[config.mk]
export PLATFORM = sky130hd
export DESIGN_NAME = gregorian_day_difference_core
export DESIGN_NICKNAME = d
export VERILOG_FILES = /design/src/hw/rtl/gdd_pkg.sv /design/src/hw/rtl/gregorian_day_difference_core.sv /design/src/hw/rtl/gdd_mul.sv
export SDC_FILE = /design/constraint.sdc
export NUM_CORES = 1
export LEC_CHECK = 0
export ABC_AREA = 1
export ABC_CLOCK_PERIOD_IN_PS = 7600
export BUFFER_PORTS_ARGS = -buffer_cell sky130_fd_sc_hd__buf_2
export CORE_UTILIZATION = 48
export CTS_BUF_LIST = sky130_fd_sc_hd__clkbuf_2 sky130_fd_sc_hd__clkbuf_4 sky130_fd_sc_hd__clkbuf_8
export DETAILED_ROUTE_END_ITERATION = 8
export HOLD_SLACK_MARGIN = 0.08
export PLACE_DENSITY = 0.68
export SYNTH_ARGS = -nofsm -noshare
export SYNTH_HDL_FRONTEND = slang
export SYNTH_SLANG_ARGS = --single-unit
[constraint.sdc]
create_clock -name i_clk -period 7.6 [get_ports i_clk]
set_input_delay 0 -clock i_clk [delete_from_list [all_inputs] [get_ports i_clk]]
set_output_delay 0 -clock i_clk [all_outputs]
set_load 0.005 [all_outputs]
[src/hw/rtl/gdd_pkg.sv]
// gdd_pkg: shared widths, constants and calendar tables for the gregorian day difference core
// no dependencies; imported by gdd_mul and gregorian_day_difference_core
`default_nettype none

package gdd_pkg;

    // beat field widths
    localparam int YEAR_W   = 14;
    localparam int MONTH_W  = 4;
    localparam int DAY_W    = 5;
    localparam int DIFF_W   = 23;
    localparam int IN_TDATA_W  = 48;
    localparam int OUT_TDATA_W = 24;

    // shared multiplier operand widths
    localparam int MUL_A_W = 14;
    localparam int MUL_B_W = 13;
    localparam int MUL_P_W = MUL_A_W + MUL_B_W;

    // floor(p / 100) = (p * 5243) >> 19, exact for any 14-bit p
    localparam logic [MUL_B_W-1:0] RECIP_100   = 13'd5243;
    localparam int                 RECIP_SHIFT = 19;
    localparam int                 Q100_W      = 8;

    localparam logic [MUL_B_W-1:0] CENTURY     = 13'd100;
    localparam logic [MUL_B_W-1:0] YEAR_DAYS   = 13'd365;
    localparam logic [YEAR_W-1:0]  YEAR_MAX    = 14'd9999;
    localparam logic [YEAR_W-1:0]  CENT_LAST   = 14'd99;
    localparam logic [MONTH_W-1:0] MONTH_FEB   = 4'd2;
    localparam logic [MONTH_W-1:0] MONTH_DEC   = 4'd12;

    // serial day numbers, day 1 is the first of january of year 1
    localparam int SER_W = 22;
    localparam int DBM_W = 9;

    function automatic logic [DBM_W-1:0] days_before_month(input logic [MONTH_W-1:0] m);
        logic [DBM_W-1:0] v;
        case (m)
            4'd1:    v = 9'd0;
            4'd2:    v = 9'd31;
            4'd3:    v = 9'd59;
            4'd4:    v = 9'd90;
            4'd5:    v = 9'd120;
            4'd6:    v = 9'd151;
            4'd7:    v = 9'd181;
            4'd8:    v = 9'd212;
            4'd9:    v = 9'd243;
            4'd10:   v = 9'd273;
            4'd11:   v = 9'd304;
            4'd12:   v = 9'd334;
            default: v = 9'd0;
        endcase
        return v;
    endfunction

    function automatic logic [DAY_W-1:0] month_length(input logic [MONTH_W-1:0] m,
                                                      input logic            leap);
        logic [DAY_W-1:0] v;
        case (m)
            4'd1, 4'd3, 4'd5, 4'd7, 4'd8, 4'd10, 4'd12: v = 5'd31;
            4'd4, 4'd6, 4'd9, 4'd11:                    v = 5'd30;
            4'd2:    v = leap ? 5'd29 : 5'd28;
            default: v = 5'd0;
        endcase
        return v;
    endfunction

endpackage

`default_nettype wire

[src/hw/rtl/gregorian_day_difference_core.sv]
// gregorian_day_difference_core: signed day count between two gregorian dates
// depends on gdd_pkg and gdd_mul (shared multiplier)
`default_nettype none

// One input beat carries two dates and the include-last-day flag; one output
// beat returns the signed day count and an invalid-date flag. Each date is
// turned into a serial day number by a small sequencer that runs the single
// shared multiplier three times ((year-1)/100 by reciprocal, remainder check
// for the leap rule, 365 times (year-1)), stepping through S_QUO, S_REM,
// S_LEAP and S_SER for each date. The result is registered in S_DIFF once
// both dates are done, and the core is ready again the cycle after, so no
// new beat is taken while one is in flight. The result sits in an output
// register, and the next beat is accepted while it waits; if that beat
// reaches the difference step while the earlier result is still held, the
// core waits there until the result is taken. If either date has a year
// outside 1..9999, a month outside 1..12 or an impossible day, invalid_date
// is 1 and the count is 0. Equal dates give 0, or -1 with include_last_day set.

module gregorian_day_difference_core (
    input  wire logic                             i_clk,
    input  wire logic                             i_rst_n,
    input  wire logic                             i_s_tvalid,
    output logic                                  o_s_tready,
    // first_year, first_month, first_day, second_year, second_month,
    // second_day, include_last_day, zero pad
    input  wire logic [gdd_pkg::IN_TDATA_W-1:0]   i_s_tdata,
    output logic                                  o_m_tvalid,
    input  wire logic                             i_m_tready,
    // day_difference, invalid_date
    output logic      [gdd_pkg::OUT_TDATA_W-1:0]  o_m_tdata
);

    import gdd_pkg::*;

    typedef enum logic [2:0] {
        S_IDLE,
        S_QUO,
        S_REM,
        S_LEAP,
        S_SER,
        S_DIFF
    } t_state;

    t_state r_state;

    logic [YEAR_W-1:0]  r_y1, r_y2;
    logic [MONTH_W-1:0] r_m1, r_m2;
    logic [DAY_W-1:0]   r_d1, r_d2;
    logic               r_inc;
    logic               r_sel;
    logic               r_bad;
    logic               r_leap;
    logic [Q100_W-1:0]  r_q100;
    logic [SER_W-1:0]   r_s1, r_s2;
    logic               r_m_tvalid;
    logic [OUT_TDATA_W-1:0] r_m_tdata;

    logic [MUL_A_W-1:0] mul_a;
    logic [MUL_B_W-1:0] mul_b;
    logic [MUL_P_W-1:0] prod;

    logic [YEAR_W-1:0]  y_cur, p_cur, r100;
    logic [MONTH_W-1:0] m_cur;
    logic [DAY_W-1:0]   d_cur, len_cur;
    logic               leap_now, date_ok, feb_adj;
    logic [SER_W-1:0]   n_ser;
    logic [DIFF_W-1:0]  diff, n_result;
    logic               diff_pos;
    logic               res_load;

    gdd_mul #(
        .A_W (MUL_A_W),
        .B_W (MUL_B_W)
    ) u_mul (
        .i_clk  (i_clk),
        .i_a    (mul_a),
        .i_b    (mul_b),
        .o_prod (prod)
    );

    assign y_cur = r_sel ? r_y2 : r_y1;
    assign m_cur = r_sel ? r_m2 : r_m1;
    assign d_cur = r_sel ? r_d2 : r_d1;
    assign p_cur = y_cur - YEAR_W'(1);

    // operand select for the shared multiplier
    always_comb begin
        case (r_state)
            S_QUO: begin
                mul_a = p_cur;
                mul_b = RECIP_100;
            end
            S_REM: begin
                mul_a = MUL_A_W'(prod[RECIP_SHIFT +: Q100_W]);
                mul_b = CENTURY;
            end
            default: begin
                mul_a = p_cur;
                mul_b = YEAR_DAYS;
            end
        endcase
    end

    // y % 100 == 0 when p % 100 == 99; y % 400 == 0 when also (p/100) % 4 == 3
    assign r100     = p_cur - prod[YEAR_W-1:0];
    assign leap_now = (y_cur[1:0] == 2'd0) &&
                      ((r100 != CENT_LAST) || (r_q100[1:0] == 2'd3));

    assign len_cur = month_length(m_cur, r_leap);
    assign date_ok = (y_cur != '0) && (y_cur <= YEAR_MAX) &&
                     (m_cur != '0) && (m_cur <= MONTH_DEC) &&
                     (d_cur != '0) && (d_cur <= len_cur);
    assign feb_adj = (m_cur > MONTH_FEB) && r_leap;

    assign n_ser = prod[SER_W-1:0]
                 + SER_W'(p_cur[YEAR_W-1:2])
                 - SER_W'(r_q100)
                 + SER_W'(r_q100[Q100_W-1:2])
                 + SER_W'(days_before_month(m_cur))
                 + SER_W'(feb_adj)
                 + SER_W'(d_cur);

    // negative result is -(s1 - s2 + inc) = diff - inc
    assign diff     = {1'b0, r_s2} - {1'b0, r_s1};
    assign diff_pos = !diff[DIFF_W-1] && (diff != '0);
    assign n_result = diff_pos ? diff + DIFF_W'(r_inc) : diff - DIFF_W'(r_inc);

    // output register is free or being emptied this cycle
    assign res_load = (r_state == S_DIFF) && (!r_m_tvalid || i_m_tready);

    assign o_s_tready = (r_state == S_IDLE);
    assign o_m_tvalid = r_m_tvalid;
    assign o_m_tdata  = r_m_tdata;

    always_ff @(posedge i_clk) begin
        if (!i_rst_n) begin
            r_state    <= S_IDLE;
            r_m_tvalid <= 1'b0;
            r_sel      <= 1'b0;
            r_bad      <= 1'b0;
        end else begin
            if (res_load) begin
                r_m_tvalid <= 1'b1;
            end else if (r_m_tvalid && i_m_tready) begin
                r_m_tvalid <= 1'b0;
            end
            case (r_state)
                S_IDLE: begin
                    if (i_s_tvalid) begin
                        r_y1    <= i_s_tdata[13:0];
                        r_m1    <= i_s_tdata[17:14];
                        r_d1    <= i_s_tdata[22:18];
                        r_y2    <= i_s_tdata[36:23];
                        r_m2    <= i_s_tdata[40:37];
                        r_d2    <= i_s_tdata[45:41];
                        r_inc   <= i_s_tdata[46];
                        r_sel   <= 1'b0;
                        r_bad   <= 1'b0;
                        r_state <= S_QUO;
                    end
                end
                S_QUO: begin
                    r_state <= S_REM;
                end
                S_REM: begin
                    r_q100  <= prod[RECIP_SHIFT +: Q100_W];
                    r_state <= S_LEAP;
                end
                S_LEAP: begin
                    r_leap  <= leap_now;
                    r_state <= S_SER;
                end
                S_SER: begin
                    r_bad <= r_bad || !date_ok;
                    if (r_sel) begin
                        r_s2    <= n_ser;
                        r_state <= S_DIFF;
                    end else begin
                        r_s1    <= n_ser;
                        r_sel   <= 1'b1;
                        r_state <= S_QUO;
                    end
                end
                S_DIFF: begin
                    if (res_load) begin
                        r_m_tdata  <= r_bad ? {1'b1, {DIFF_W{1'b0}}} : {1'b0, n_result};
                        r_state    <= S_IDLE;
                    end
                end
                default: begin
                    r_state <= S_IDLE;
                end
            endcase
        end
    end

endmodule

`default_nettype wire

[src/hw/rtl/gdd_mul.sv]
// gdd_mul: shared unsigned multiplier with a registered product
// depends on gdd_pkg for default operand widths
`default_nettype none

module gdd_mul #(
    parameter int A_W = gdd_pkg::MUL_A_W,
    parameter int B_W = gdd_pkg::MUL_B_W
) (
    input  wire logic               i_clk,
    input  wire logic [A_W-1:0]     i_a,
    input  wire logic [B_W-1:0]     i_b,
    output logic      [A_W+B_W-1:0] o_prod
);

    always_ff @(posedge i_clk) begin
        o_prod <= {{B_W{1'b0}}, i_a} * {{A_W{1'b0}}, i_b};
    end

endmodule

`default_nettype wire
==> results of run 1 <==
[cell type report]
class	instances	share of cell area (%)
Clock buffer	17	1.31
Clock inverter	15	1.11
Inverter	413	8.70
Timing Repair Buffer	141	5.61
Multi-Input combinational cell	1269	55.5
Sequential cell	157	24.6
Tap cell	442	3.11
[worst max-delay path, delay by kind of cell (launching register included)]
kind                     cells  cell delay, ps
AND/OR/NAND/NOR              9            1280
buffers and inverters        8             880
flip-flops                   1             390
adder cells (fa/ha/maj)      7            2770
XOR/XNOR                     2             570
AO/OA/AOI/OAI                5            1000
[power groups by stage]
stage | Sequential, uW | Combinational [uW] | Clock, uW
2_1_floorplan | 1420 | 4600 | 0
3_3_place_gp | 1460 | 5690 | 0
3_5_place_dp | 1460 | 5780 | 0
4_1_cts | 1440 | 5870 | 715
5_1_grt | 1440 | 6820 | 751
6_report | 1440 | 5870 | 704
[state kept, by name (all words and copies together), names as in the netlist]
name          cells
r_y2             14
r_inc             1
r_q100            8
o_m_tdata        24
r_m2              4
r_sel             1
r_d1              5
r_leap            1
r_y1             14
r_s1             22
r_d2              5
r_m1              4
o_m_tvalid        1
r_s2             22
r_state           3
u_mul.o_prod     27
r_bad             1
[worst max-delay path by stage]
stage | startpoint | to | depth (start not counted)
2_1_floorplan | r_sel | u_mul.o_prod[24] | 28
3_3_place_gp | r_sel | u_mul.o_prod[25] | 29
3_5_place_dp | r_sel | u_mul.o_prod[24] | 31
4_1_cts | r_sel | u_mul.o_prod[24] | 31
5_1_grt | r_sel | u_mul.o_prod[24] | 31
6_report | r_sel | u_mul.o_prod[24] | 31
[stage by stage]
step / utilization, % / instances / worst slack [ps]
finish: 54.7 / 2454 / 610
global route: 54.7 / 2454 / 86.3
CTS: 54.7 / 2454 / 629
detailed placement: 51.8 / 2370 / 673
global placement: 51.8 / 2370 / 805
floorplan: - / 1849 / 1500
[metal layers]
layer	up-vias	GRT usage [%]	routed length, um
li1	6264	-	-
met1	5904	27.4	15600
met2	305	42.3	18700
met3	71	3.15	1370
met4	0	8.47	1250
met5	-	0	0
[cell families (layout without fill, tap and decap cells)]
| family | after synthesis | count (layout) | synth area share [%] |
|---|---|---|---|
| XOR/XNOR | 72 | 72 | 3.98 |
| buffers and inverters | 423 | 586 | 10.1 |
| AO/OA/AOI/OAI | 260 | 260 | 9.25 |
| adder cells (fa/ha/maj) | 341 | 341 | 32.6 |
| multiplexers | 6 | 6 | 0.560 |
| AND/OR/NAND/NOR | 590 | 590 | 15.9 |
| flip-flops | 157 | 157 | 27.6 |
[placed cells by master, fill, tap and decap left out, types with 5 or more instances in the layout]
cell type,netlist,layout
fa_1,120,120
o21bai_1,7,7
nand3_1,57,57
dfxtp_1,33,33
edfxtp_1,124,124
o21ai_1,5,5
xnor2_1,26,26
inv_6,0,5
nor3_1,19,17
ha_1,221,221
xor2_1,46,46
a31oi_1,10,10
dlygate4sd3_1,0,52
a21o_1,9,9
nand4_1,23,23
nor2_2,4,6
nor4_1,5,5
clkbuf_8,0,17
nand2_2,7,7
o21a_1,8,8
nor2_1,153,150
nand2_1,293,293
nor2_4,4,5
or2_2,9,9
a21oi_1,126,126
buf_2,3,76
inv_1,409,409
nand3b_1,5,5
o21ai_0,64,64
o211ai_1,8,8
buf_4,0,13
[timing repair]
action / 4_1_cts / 5_1_grt
hold buffers: 52 / 0
hold endpoints to repair: 54 / 0
endpoints found under the setup margin: 0 / 0
==> qor.csv, run 1 <==
stage,metric,value,unit
logic_synthesis,syn_nets,2242,
route,routed_wl,36900,um
sta,worst_slew_pin_slew,1270,ps
final_layout,seq_area,4380,um2
logic_synthesis,synth_flop_cell,edfxtp_1,
placement,io_buffers,76,
logic_synthesis,yosysWarnings,0,
global_route,grt_antenna_before_repair,0,
route,first_iter_violations,678,
power,power_frac_comb,73.3,%
route,vias,12544,
route,drtAntennaViolNets,0,
critical_path,rrSetupSlack,610,ps
global_route,grt_max_degree,48,
floorplan,die_w,184,um
power,switching_share,49.9,%
power,vdd.ir_drop.worst,0.295,mV
sta,fmax,0.143,GHz
route,via_per_inst,5.11,
placement,post_dp_cell_area,16900,um2
critical_path,path_common_cell,inv_1,
power,switchingPower,3990,uW
logic_synthesis,synth_top_area_share,23.5,%
global_route,track_usage,23.1,%
job,maxCapViolations,0,
min_path,hold_depth,2,
outcome,status,"complete, no violations",
route,drc,0,
sta,hold_viol_final,0,
cts,cts_tree,done,
final_layout,multi_input_area,9890,um2
route,first_pass_iters,5,
logic_synthesis,yosysUniqueCellTypes,51,
floorplan,die_area,33800,um2
placement,hpwl,30500,um
sta,finClkSkew,26.6,ps
logic_synthesis,synth_area_leaders,"edfxtp_1 (23%), ha_1 (17%), fa_1 (15%)",
logic_synthesis,seq_area_frac_synth,27.6,%
logic_synthesis,synth_cells,1849,
sta,finalSetupViolations,0,
cts,clk_pin_slew,110,ps
critical_path,critPathRequiredTime,7960,ps
sta,slew_headroom,15.3,%
min_path,worstHoldEndpoint,r_m1[3],
sta,finalCritPeriodShare,92.0,%
final_layout,fillers,3017,
global_route,grt_pass1_wl,61500,um
critical_path,rr_worst_depth,31,
critical_path,crit_fanout,10,
critical_path,cp.arrival,7350,ps
critical_path,rr_startpoint,r_sel,
logic_synthesis,syn_area,15900,um2
cts,cts_made_buffers,17,
logic_synthesis,synthTopCellsByCount,"inv_1 (409), nand2_1 (293), ha_1 (221), nor2_1 (153), a21oi_1 (126)",
route,wl_per_cell,15.0,um
critical_path,path_class,reg -> reg,
placement,gp_congestion,0.966,
power,intPower,4020,uW
floorplan,core_area,32500,um2
final_layout,syn_to_final_growth,12.3,%
cts,cts_setup_buffers,0,
floorplan,fp.dieH,184,um
critical_path,slowest_stage,fa_1,
global_route,first_global_vias,12799,
min_path,min_from,i_s_tdata[17],
floorplan,ios,78,
cts,max-clock-path-buffers,2,
critical_path,regToRegEndpoint,u_mul.o_prod[24],
final_layout,fin_area,17800,um2
sta,rsz0062_at_grt,no,
floorplan,initial_core_util,48.8,%
logic_synthesis,syn-mean-instance-area,8.58,um2
logic_synthesis,ys_async_sr_fraction,0,%
cts,ctsResizeCount,0,
final_layout,finish.net_count,2392,
power,seqPwrFrac,17.9,%
critical_path,end_kind,register,
power,p_clk_share,8.8,%
logic_synthesis,synth_most_common_cell,inv_1,
final_layout,final_layout_size_suffix_gt1_share,8.15,%
sta,finalCriticalPeriod,6990,ps
cts,insertion_delay,480,ps
cts,clkSinkCount,157,
min_path,hold_class,in -> reg,
power,power.total,8010,uW
cts,cts_htree_levels,4,
final_layout,antenna_cells,0,
sta,drv_slew,0,
critical_path,max_stage_delay,530,ps
critical_path,startpoint_type,register,
logic_synthesis,synth_top_area_cell,edfxtp_1,
global_route,gr-total-overflow,0,
power,p_per_area,450,nW/um2
sta,whs,230,ps
logic_synthesis,ys_seq_elements,157,
sta,tns,0,ps
cts,root_buffer,clkbuf_8,
power,p_leak,0.00896,uW
logic_synthesis,synth-edff-count,124,
floorplan,num_rows,66,
Power figures use the tool's default switching activity.
==> run 2: changes to the inputs <==
- CELL_PAD_IN_SITES_DETAIL_PLACEMENT: unset -> 0
- CELL_PAD_IN_SITES_GLOBAL_PLACEMENT: unset -> 1
- CTS_CLUSTER_SIZE: unset -> 40
- PLACE_DENSITY: 0.68 -> 0.84
- SLEW_MARGIN: unset -> 0
==> run 2 against run 1 <==
  * Final cell count is 0.12% lower
  * Highest routed layer unchanged
  * Worst setup slack worse by 54 ps
  * Register-to-register slack got worse by 50 ps
  * Largest power group unchanged
  * Combinational power grew 2%
==> qor.csv, run 2 (synthesized netlist as in run 1, its figures left out) <==
stage,metric,value,unit,change
outcome,status,"complete, no violations",,
cts,cts_tree,done,,
placement,post_dp_cell_area,16900,um2,about the same
critical_path,critPathRequiredTime,7960,ps,about the same
cts,root_buffer,clkbuf_8,,
sta,finalCriticalPeriod,7040,ps,+54.3 ps
final_layout,fin_area,17800,um2,about the same
global_route,first_global_vias,12443,,-2.8%
placement,hpwl,33000,um,+8.2%
sta,hold_viol_final,0,,unchanged
sta,finalSetupViolations,0,,unchanged
cts,cts_made_buffers,17,,unchanged
cts,insertion_delay,490,ps,about the same
cts,ctsHoldBuffers,51,,-1.9%
floorplan,die_w,184,um,unchanged
critical_path,path_class,reg -> reg,,
global_route,gr-total-overflow,0,,unchanged
critical_path,max_stage_delay,530,ps,about the same
sta,drv_slew,0,,unchanged
final_layout,final_layout_size_suffix_gt1_share,8.06,%,-0.087 points
cts,cts_htree_levels,4,,unchanged
sta,finalCritPeriodShare,92.7,%,+0.71 points
cts,clk_pin_slew,90,ps,-20 ps
final_layout,antenna_cells,0,,unchanged
global_route,grt_max_degree,47,,-2.1%
sta,tns,0,ps,unchanged
global_route,grt_antenna_before_repair,0,,unchanged
sta,finClkSkew,29.5,ps,+2.98 ps
final_layout,syn_to_final_growth,12.2,%,about the same
route,routed_wl,39800,um,+7.9%
critical_path,path_common_cell,inv_1,,
route,drc,0,,unchanged
global_route,track_usage,24.7,%,+1.6 points
cts,cts_setup_buffers,0,,unchanged
sta,whs,236,ps,+5.72 ps
critical_path,cp.arrival,7400,ps,+50 ps
route,drtAntennaViolNets,0,,unchanged
floorplan,fp.dieH,184,um,unchanged
route,via_per_inst,5.09,,-0.52%
floorplan,core_area,32500,um2,unchanged
critical_path,end_kind,register,,
final_layout,layout_commonest_cell,inv_1,,
final_layout,finish.net_count,2389,,-0.13%
floorplan,ios,78,,unchanged
cts,clkSinkCount,157,,unchanged
job,maxCapViolations,0,,unchanged
power,vdd.ir_drop.worst,0.371,mV,+26%
route,first_iter_violations,734,,+8.3%
power,p_per_area,458,nW/um2,+1.9%
final_layout,largest_reg_flops,27,,unchanged
floorplan,die_area,33800,um2,unchanged
min_path,hold_class,in -> reg,,
route,vias,12464,,-0.64%
sta,rsz0062_at_grt,no,,
floorplan,initial_core_util,48.8,%,unchanged
sta,slew_headroom,24.8,%,+9.5 points
placement,gp_congestion,0.959,,-0.69%
final_layout,postLayoutCoreUtil,54.7,%,about the same
sta,fmax,0.142,GHz,-0.77%
cts,max-clock-path-buffers,2,,unchanged
floorplan,num_rows,66,,unchanged
global_route,grt_pass1_wl,63800,um,+3.8%
power,power.total,8160,uW,+1.9%
route,first_pass_iters,5,,unchanged
placement,io_buffers,76,,unchanged
sta,worst_slew_pin_slew,1130,ps,-140 ps
cts,ctsResizeCount,0,,unchanged
critical_path,startpoint_type,register,,
route,wl_per_cell,16.3,um,+8.1%
critical_path,crit_fanout,26,,+16
final_layout,fillers,3055,,+1.3%
power,p_leak,0.00894,uW,-0.22%
final_layout,regMostFlops,u_mul.o_prod,,
critical_path,slowest_stage,fa_1,,
final_layout,mostFrequentLayoutCells,"inv_1 (409), nand2_1 (293), ha_1 (221)",,
[run 2: cell types whose count changed in the layout (fill, tap and decap cells not counted), sizes merged]
cell | before | now
clkinv | 4 | 3
clkinvlp | 1 | 2
dlygate4sd3 | 52 | 51
buf | 89 | 87
[run 2: final timing paths]
path / startpoint / endpoint / slack [ps] / cells past startpoint
min: i_s_tdata[33] / r_y2[10] / 240 / 2
max reg2reg: r_sel / u_mul.o_prod[24] / 560 / 32
max: r_sel / u_mul.o_prod[24] / 560 / 32
min reg2reg: u_mul.o_prod[23] / r_q100[4] / 500 / 0
[run 2: metal layers]
layer  global-route usage (%)  routed length [um]
met5                        0                   0
met4                     7.23                1030
met3                     3.19                1440
met2                     44.7               19800
met1                     30.5               17500
[run 2: area by class of cell]
cell class | count | area (um2) | area share, %
Multi-Input combinational cell | 1269 | 9890 | 55.6
Sequential cell | 157 | 4380 | 24.6
Inverter | 413 | 1550 | 8.71
Timing Repair Buffer | 138 | 986 | 5.54
Tap cell | 442 | 553 | 3.11
Clock buffer | 17 | 234 | 1.31
Clock inverter | 15 | 196 | 1.10
[run 2: per-stage QoR]
| stage | cells | worst slack [ps] |
|---|---|---|
| finish | 2451 | 556 |
| global placement | 2368 | 732 |
| CTS | 2451 | 586 |
| detailed placement | 2368 | 581 |
| floorplan | 1849 | 1500 |
| global route | 2451 | 74.0 |
[run 2: where the power goes]
group / total [uW] / internal, uW / switching, uW
logic: 6010 / 2330 / 3680
registers: 1450 / 1360 / 83.7
clock network: 702 / 336 / 366
[run 2: worst max-delay path: cells and delay by family, from the launching register on]
kind / cells / cell delay (ps)
xor gates and xnor gates: 2 / 310
DFF: 1 / 460
adders and majority gates: 7 / 2750
buffers and inverters: 8 / 760
AOI/OAI and AO/OA: 6 / 1220
and+or+nand+nor: 9 / 1440
==> run 3: changes to the inputs <==
- REMOVE_ABC_BUFFERS: unset -> 1
==> run 3 against run 2 <==
  * Register-to-register slack better by 40 ps
  * Final area is 0.17% lower
  * Final cell count increased by 0.12%
  * Sequential share of layout area about the same
  * Via count down 1.7%
  * Critical path depth is the same
  * Routed wire length fell by 5.5%
  * Critical path type unchanged
==> qor.csv, run 3 (synthesized netlist as in run 1, its figures left out) <==
stage,metric,value,unit,change
min_path,hold_class,in -> reg,,
critical_path,rr_startpoint,r_sel,,
sta,finalSetupViolations,0,,unchanged
critical_path,crit_end,u_mul.o_prod[24],,
critical_path,path_common_cell,inv_1,,
sta,slew_headroom,19.4,%,-5.4 points
power,seqPwrFrac,18.2,%,+0.5 points
floorplan,die_w,184,um,unchanged
placement,gp_congestion,0.898,,-6.4%
route,via_per_inst,4.99,,-1.9%
floorplan,ios,78,,unchanged
global_route,track_usage,23.9,%,-0.79 points
power,intPower,3970,uW,-1.4%
sta,drv_slew,0,,unchanged
placement,hpwl,31600,um,-4.3%
power,power.total,7910,uW,-3.0%
sta,finalCriticalPeriod,7010,ps,-38.5 ps
cts,max-clock-path-buffers,2,,unchanged
final_layout,mostFrequentLayoutCells,"inv_1 (409), nand2_1 (293), ha_1 (221)",,
global_route,grt_pass1_wl,62100,um,-2.7%
route,vias,12248,,-1.7%
floorplan,fp.dieH,184,um,unchanged
critical_path,end_kind,register,,
power,switchingPower,3940,uW,-4.6%
final_layout,finish.net_count,2391,,+0.084%
route,routed_wl,37700,um,-5.5%
sta,tns,0,ps,unchanged
cts,cts_tree,done,,
global_route,gr-total-overflow,0,,unchanged
power,p_per_area,445,nW/um2,-2.9%
cts,cts_htree_levels,4,,unchanged
floorplan,num_rows,66,,unchanged
sta,fmax,0.143,GHz,+0.55%
sta,rsz0062_at_grt,no,,
power,p_leak,0.00893,uW,about the same
critical_path,critPathRequiredTime,7960,ps,about the same
critical_path,path_class,reg -> reg,,
cts,cts_made_buffers,17,,unchanged
power,switching_share,49.8,%,-0.83 points
cts,cts_setup_buffers,0,,unchanged
final_layout,final_layout_size_suffix_gt1_share,8.16,%,+0.091 points
critical_path,startpoint_type,register,,
critical_path,max_stage_delay,530,ps,about the same
critical_path,slowest_stage,fa_1,,
route,first_pass_iters,5,,unchanged
power,p_clk_share,8.0,%,-0.6 points
sta,hold_viol_final,0,,unchanged
cts,insertion_delay,500,ps,about the same
critical_path,regToRegEndpoint,u_mul.o_prod[24],,
min_path,hold_depth,2,,unchanged
critical_path,rr_worst_depth,32,,unchanged
global_route,grt_max_degree,48,,+2.1%
critical_path,cp.arrival,7370,ps,-30 ps
power,power_frac_comb,73.9,%,+0.2 points
global_route,grt_antenna_before_repair,0,,unchanged
sta,finClkSkew,23.6,ps,-5.91 ps
job,maxCapViolations,0,,unchanged
route,first_iter_violations,655,,-11%
outcome,status,"complete, no violations",,
critical_path,crit_fanout,26,,unchanged
placement,io_buffers,76,,unchanged
floorplan,initial_core_util,48.8,%,unchanged
floorplan,core_area,32500,um2,unchanged
global_route,first_global_vias,12794,,+2.8%
cts,root_buffer,clkbuf_8,,
final_layout,largest_reg_flops,27,,unchanged
floorplan,die_area,33800,um2,unchanged
power,vdd.ir_drop.worst,0.334,mV,-9.9%
route,drtAntennaViolNets,0,,unchanged
cts,clk_pin_slew,110,ps,+20 ps
final_layout,regMostFlops,u_mul.o_prod,,
sta,finalCritPeriodShare,92.2,%,-0.51 points
route,wl_per_cell,15.3,um,-5.6%
final_layout,layout_commonest_cell,inv_1,,
cts,clkSinkCount,157,,unchanged
final_layout,syn_to_final_growth,12.0,%,
sta,worst_slew_pin_slew,1210,ps,+80.2 ps
critical_path,crit_start,r_sel,,
route,drc,0,,unchanged
final_layout,postLayoutCoreUtil,54.6,%,-0.092 points
critical_path,rrSetupSlack,590,ps,+40 ps
[run 3: critical path: cells and delay by family, from the launching register on]
kind / cells / cell delay (ps)
buf+inv: 8 / 750
compound gates: 6 / 1070
flops: 1 / 460
xor+xnor: 2 / 310
fa+ha+maj: 7 / 2790
simple gates: 9 / 1470
[run 3: through the flow]
step / cells / cell area (um2) / worst slack [ps] / hold slack, ps
floorplan: 1839 / 15800 / 533 / 98.9
global placement: 2370 / 16900 / 620 / 176
detailed placement: 2370 / 16900 / 530 / 178
CTS: 2453 / 17800 / 499 / 181
global route: 2453 / 17800 / 30.1 / 188
finish: 2454 / 17800 / 594 / 208
[run 3: repair_timing]
item,CTS,global route
endpoints found under the hold margin,53,0
hold buffers,51,0
setup endpoints to repair,0,1
gates resized for setup,0,1
[run 3: per-layer routing]
| metal | track usage (%) | routed length, um | vias up | part of all wire, % |
|---|---|---|---|---|
| met5 | 0 | 0 | - | 0 |
| met4 | 8.23 | 1090 | 0 | 2.9 |
| met3 | 3.51 | 1340 | 47 | 3.5 |
| met2 | 44.1 | 19100 | 213 | 51 |
| met1 | 28.0 | 16100 | 5721 | 43 |
| li1 | - | - | 6267 | - |
[run 3: layout make-up]
type | count | area, um2
clock inverters | 12 | 109
clock buffers | 20 | 269
diodes | 1 | 2.50
fillers | 3141 | 14800
inverters | 413 | 1550
flip-flops and latches | 157 | 4380
repair buffers | 140 | 1000
well taps | 442 | 553
multi-input cells | 1269 | 9900
[run 3: power groups by stage]
| stage | Sequential [uW] | Combinational (uW) | Clock (uW) |
|---|---|---|---|
| 3_3_place_gp | 1460 | 5690 | 0 |
| 3_5_place_dp | 1460 | 5810 | 0 |
| 6_report | 1440 | 5840 | 631 |
| 5_1_grt | 1450 | 6770 | 678 |
| 2_1_floorplan | 1420 | 4600 | 0 |
| 4_1_cts | 1440 | 5880 | 638 |
[run 3: how the worst min path moves through the flow]
stage                          end           from  slack, ps
after detailed placement  r_y2[11]  i_s_tdata[34]        180
after global routing       r_m1[2]  i_s_tdata[16]        190
after CTS                  r_m2[2]  i_s_tdata[39]        180
after floorplan            r_d1[0]  i_s_tdata[18]        100
after global placement     r_y1[7]   i_s_tdata[7]        180
final                      r_m1[2]  i_s_tdata[16]        210
